### config.mk
export PLATFORM = sky130hd
export DESIGN_NAME = rge_front
export DESIGN_NICKNAME = d
export VERILOG_FILES = /design/src/rge_pkg.sv /design/src/rge_front.sv
export SDC_FILE = /design/constraint.sdc
export NUM_CORES = 1
export LEC_CHECK = 0
export ABC_AREA = 0
export BUFFER_PORTS_ARGS = -buffer_cell sky130_fd_sc_hd__clkbuf_2
export CAP_MARGIN = 40
export CORE_UTILIZATION = 40
export DETAILED_ROUTE_END_ITERATION = 16
export PLACE_DENSITY = 0.69
export SYNTH_ARGS = -nofsm -noshare
export SYNTH_HDL_FRONTEND = slang
export SYNTH_SLANG_ARGS = --single-unit
### constraint.sdc
create_clock -name clk -period 5.4 [get_ports clk]
set_input_delay 0.81 -clock clk [delete_from_list [all_inputs] [get_ports clk]]
set_output_delay 0.81 -clock clk [all_outputs]
set_load 0.05 [all_outputs]
### src/rge_pkg.sv
// ----------------------------------------------------------------------------
// rge_pkg
// Shared types and constants of the random graph edge generator.
// ----------------------------------------------------------------------------
package rge_pkg;

  // graph size
  localparam int MaxNodes = 2008;
  localparam int MinNodes = 2000;
  localparam int NodeSpan = MaxNodes - MinNodes;
  localparam int SpanW    = $clog2(NodeSpan + 1);
  localparam int NodeW    = 12;
  localparam int WordCntW = 16;

  // twister geometry
  localparam int TwN  = 312;
  localparam int TwM  = 156;
  localparam int IdxW = 9;

  localparam logic [63:0] TwMatrix = 64'hB5026F5AA96619E9;
  localparam logic [63:0] TwMult   = 64'd6364136223846793005;

  // command codes
  typedef enum logic {
    CMD_LOAD = 1'b0,
    CMD_NEXT = 1'b1
  } cmd_t;

  // one queued item
  typedef struct packed {
    cmd_t        cmd;
    logic [31:0] size_word;
    logic [63:0] seed_value;
  } item_t;

  // queue to back end
  typedef struct packed {
    logic  valid;
    item_t item;
  } queue_out_t;

  // tempering of one generator word
  function automatic logic [63:0] temper(input logic [63:0] w);
    logic [63:0] x;
    x = w;
    x = x ^ ((x >> 29) & 64'h5555555555555555);
    x = x ^ ((x << 17) & 64'h71D67FFFEDA60000);
    x = x ^ ((x << 37) & 64'hFFF7EEE000000000);
    x = x ^ (x >> 43);
    return x;
  endfunction

endpackage

### src/rge_front.sv
// ----------------------------------------------------------------------------
// rge_front
// Input stage: takes words, tags the command and holds them in a
// two-entry queue for the back end.
// ----------------------------------------------------------------------------
module rge_front (
  input  logic                clk,
  input  logic                rst_n,
  input  logic                in_valid,
  output logic                in_stall,
  input  logic                in_command,
  input  logic [31:0]         in_size_word,
  input  logic [63:0]         in_seed_value,
  output rge_pkg::queue_out_t q_out,
  input  logic                q_take
);

  rge_pkg::item_t slot_r [2];
  logic           wr_ptr_r, wr_ptr_nxt;
  logic           rd_ptr_r, rd_ptr_nxt;
  logic [1:0]     count_r, count_nxt;
  logic           push, pop;
  rge_pkg::item_t in_item;

  // classify incoming word
  always_comb begin
    in_item.cmd        = in_command ? rge_pkg::CMD_NEXT : rge_pkg::CMD_LOAD;
    in_item.size_word  = in_size_word;
    in_item.seed_value = in_seed_value;
  end

  assign in_stall    = (count_r == 2'd2);
  assign push        = in_valid && !in_stall;
  assign pop         = q_take && (count_r != 2'd0);
  assign q_out.valid = (count_r != 2'd0);
  assign q_out.item  = slot_r[rd_ptr_r];

  // advance pointers
  always_comb begin
    wr_ptr_nxt = push ? ~wr_ptr_r : wr_ptr_r;
    rd_ptr_nxt = pop ? ~rd_ptr_r : rd_ptr_r;
    count_nxt  = count_r + {1'b0, push} - {1'b0, pop};
  end

  always_ff @(posedge clk) begin
    if (!rst_n) begin
      wr_ptr_r <= 1'b0;
      rd_ptr_r <= 1'b0;
      count_r  <= 2'd0;
    end else begin
      wr_ptr_r <= wr_ptr_nxt;
      rd_ptr_r <= rd_ptr_nxt;
      count_r  <= count_nxt;
    end
  end

  // hold payload
  always_ff @(posedge clk) begin
    if (push) begin
      slot_r[wr_ptr_r] <= in_item;
    end
  end

endmodule

==> results.txt <==
CTS Sinks -> 199
ANT nets after route -> 0
P_leak -> 3.54 nW
final worst path period need -> 3.14 ns
Worst Tran Pin Value -> 0.792 ns
run status -> completed
fin nets -> 644
Final Cell Area -> 9220 sq um
Mapped Area -> 7350 sq um
Post-Syn Nets -> 431
effective utilization at floorplan -> 40.9%
Synth top area share -> 79.3%
IO Pins -> 200
fraction of layout cells with a size suffix above 1 -> 60.6%
ANT cells -> 0
Area contributors post-synth -> edfxtp_1 (79%), mux2_2 (10%), mux2_4 (6.1%), dfxtp_1 (1.4%), buf_6 (0.77%)
final non-filler cell total -> 783
fraction of registers with async set/reset -> 0%
Placed Instance Area -> 8620 sq um
Setup Crit Path Kind -> reg2out
total power -> 4.97 mW
crit path capture type -> primary output
number of buffers created by CTS -> 17
Worst VDD drop -> 0.319 mV
final core utilization -> 51.3%
initial antenna violation count -> 0
Setup crit start kind -> flip-flop
Worst-Skew Late Latency -> 0.42 ns
cell taking the most area after synthesis -> edfxtp_1
reg-to-reg endpoint -> slot_r[1][45]$_DFFE_PP_
first-pass GRT wire length -> 18,900 um
CP required -> 4.59 ns
#FFs+latches synth -> 199
Setup TNS Final -> 0 ns
vias in the first global route -> 3,834
CTS tree -> built
reg2reg start -> count_r[0]$_SDFF_PN0_
clock skew -> 0.00763 ns
yosys warns -> 0
setup slack, reg-to-reg -> 3.15 ns
number of setup buffers added after CTS -> 0
leading cell type by number of instances after synthesis -> edfxtp_1
Post-Syn Area per Cell -> 22.4 sq um
Hold Path Class -> reg2reg
DRC viols -> 0
sequential share of the synthesized area -> 80.6%
Avg Vias per Cell -> 4.67
placed wire-length estimate -> 8620 um
Post-Synthesis Cells -> 328
Die Area -> 18,900 sq um
WL final -> 12,800 um
dpl cells -> 751
RSZ-0062 raised after global routing -> no
chip height -> 138 um
# resized after CTS -> 0
num rows -> 49
initial DRC count -> 169
hold_buf cts -> 0
Max H-tree Level -> 4
RD Place Congestion -> 0.705
Data arrival, critical path -> 2.33 ns
Crit Path Max Fanout -> 33
final setup violation count -> 0
gr usage total -> 13.7%
number of synthesized flops with an enable pin -> 194
Max Buffers Root-to-Sink -> 2
most used flip-flop cell after synthesis -> edfxtp_1
Netlist cell types -> 18
Pins Over Slew Limit -> 0
Fin. Hold Viols -> 0
Slew headroom -> 47.2%
hold endpoint -> rd_ptr_r$_SDFFE_PN0P_
Die X -> 138 um
DR WL/cell -> 16.4 um
core area -> 18,000 sq um
Area growth, synth to finish -> 25.4%
DR vias -> 3,659
total of max-cap violations -> 0
root buffer cell -> clkbuf_16
1st-pass router iterations -> 4
commonest cells in the synthesized netlist -> edfxtp_1 (194), mux2_2 (67), mux2_4 (30)
maximum clock rate -> 318 MHz
Hold Startpoint -> rd_ptr_r$_SDFFE_PN0P_
PortBufs -> 199
largest net degree at the start of global routing -> 56
hold depth -> 2
clk slew on worst S/H paths -> 0.07 ns
Reg2Reg Depth -> 3
total grt overflow -> 0
crit share post-route -> 58.2%
Power Dens Cells -> 539 nW/um^2
[report_power, final]
| part | internal [mW] | switching [mW] | total (mW) |
|---|---|---|---|
| logic | 0.481 | 1.18 | 1.66 |
| registers | 1.94 | 0.0813 | 2.02 |
| clock network | 0.732 | 0.556 | 1.29 |
[how the worst max path moves through the flow]
stage                                         to  slack [ns]  cells after the start
final                                   q_out[4]        2.26                      4
after global routing                    q_out[4]        2.09                      4
after CTS                               q_out[4]        2.19                      4
after detailed placement                q_out[4]        2.66                      4
after global placement                  q_out[1]        2.56                      3
after floorplan           slot_r[0][0]$_DFFE_PP_        1.54                      2
[metrics by stage]
step                setup WS, ns  hold WS (ns)
floorplan                   1.54         0.466
finish                      2.26         0.525
CTS                         2.19         0.530
global route                2.09         0.546
detailed placement          2.66         0.504
global placement            2.56         0.496
[cell type report]
| class | count | area (sq um) |
|---|---|---|
| Fill cell | 1488 | 8740 |
| Sequential cell | 199 | 5930 |
| Multi-Input combinational cell | 115 | 1340 |
| Timing Repair Buffer | 205 | 1050 |
| Clock buffer | 17 | 425 |
| Tap cell | 229 | 287 |
| Clock inverter | 15 | 175 |
| Inverter | 3 | 11.3 |
[layout by cell type (no fill, tap or decap), drive strengths merged, types with 3 or more instances in the layout]
master,n
nor2,4
clkinv,4
edfxtp,194
mux2,97
clkbuf,216
bufinv,3
dfxtp,5
buf,6
clkinvlp,4
inv,7
[registers in the layout, indices dropped and copies added (netlist names), named ones only]
register / cells
slot_r: 194
count_r: 2
rd_ptr_r: 1
wr_ptr_r: 1
[critical path, cell delays in order, from the launching register on]
cell and delay, ns:
dfxtp_4 0.65, buf_12 0.27, buf_4 0.32, mux2_2 0.39, clkbuf_2 0.24
[cell families after synthesis]
logic type | Yosys count | share of synthesized area, %
AO/OA/AOI/OAI | 1 | 0.102
XOR/XNOR | 3 | 0.358
AND/OR/NAND/NOR | 11 | 0.732
buffers and inverters | 14 | 1.33
multiplexers | 98 | 16.5
adder cells (fa/ha/maj) | 2 | 0.340
flip-flops | 199 | 80.6
[per-layer routing]
| metal | routed length [um] | track usage [%] | vias to the layer above |
|---|---|---|---|
| met4 | 239 | 6.53 | 0 |
| met1 | 5100 | 15.1 | 1782 |
| met2 | 6500 | 23.3 | 133 |
| met5 | 0 | 0 | - |
| li1 | - | - | 1724 |
| met3 | 984 | 5.15 | 20 |
Power figures use the tool's default switching activity.
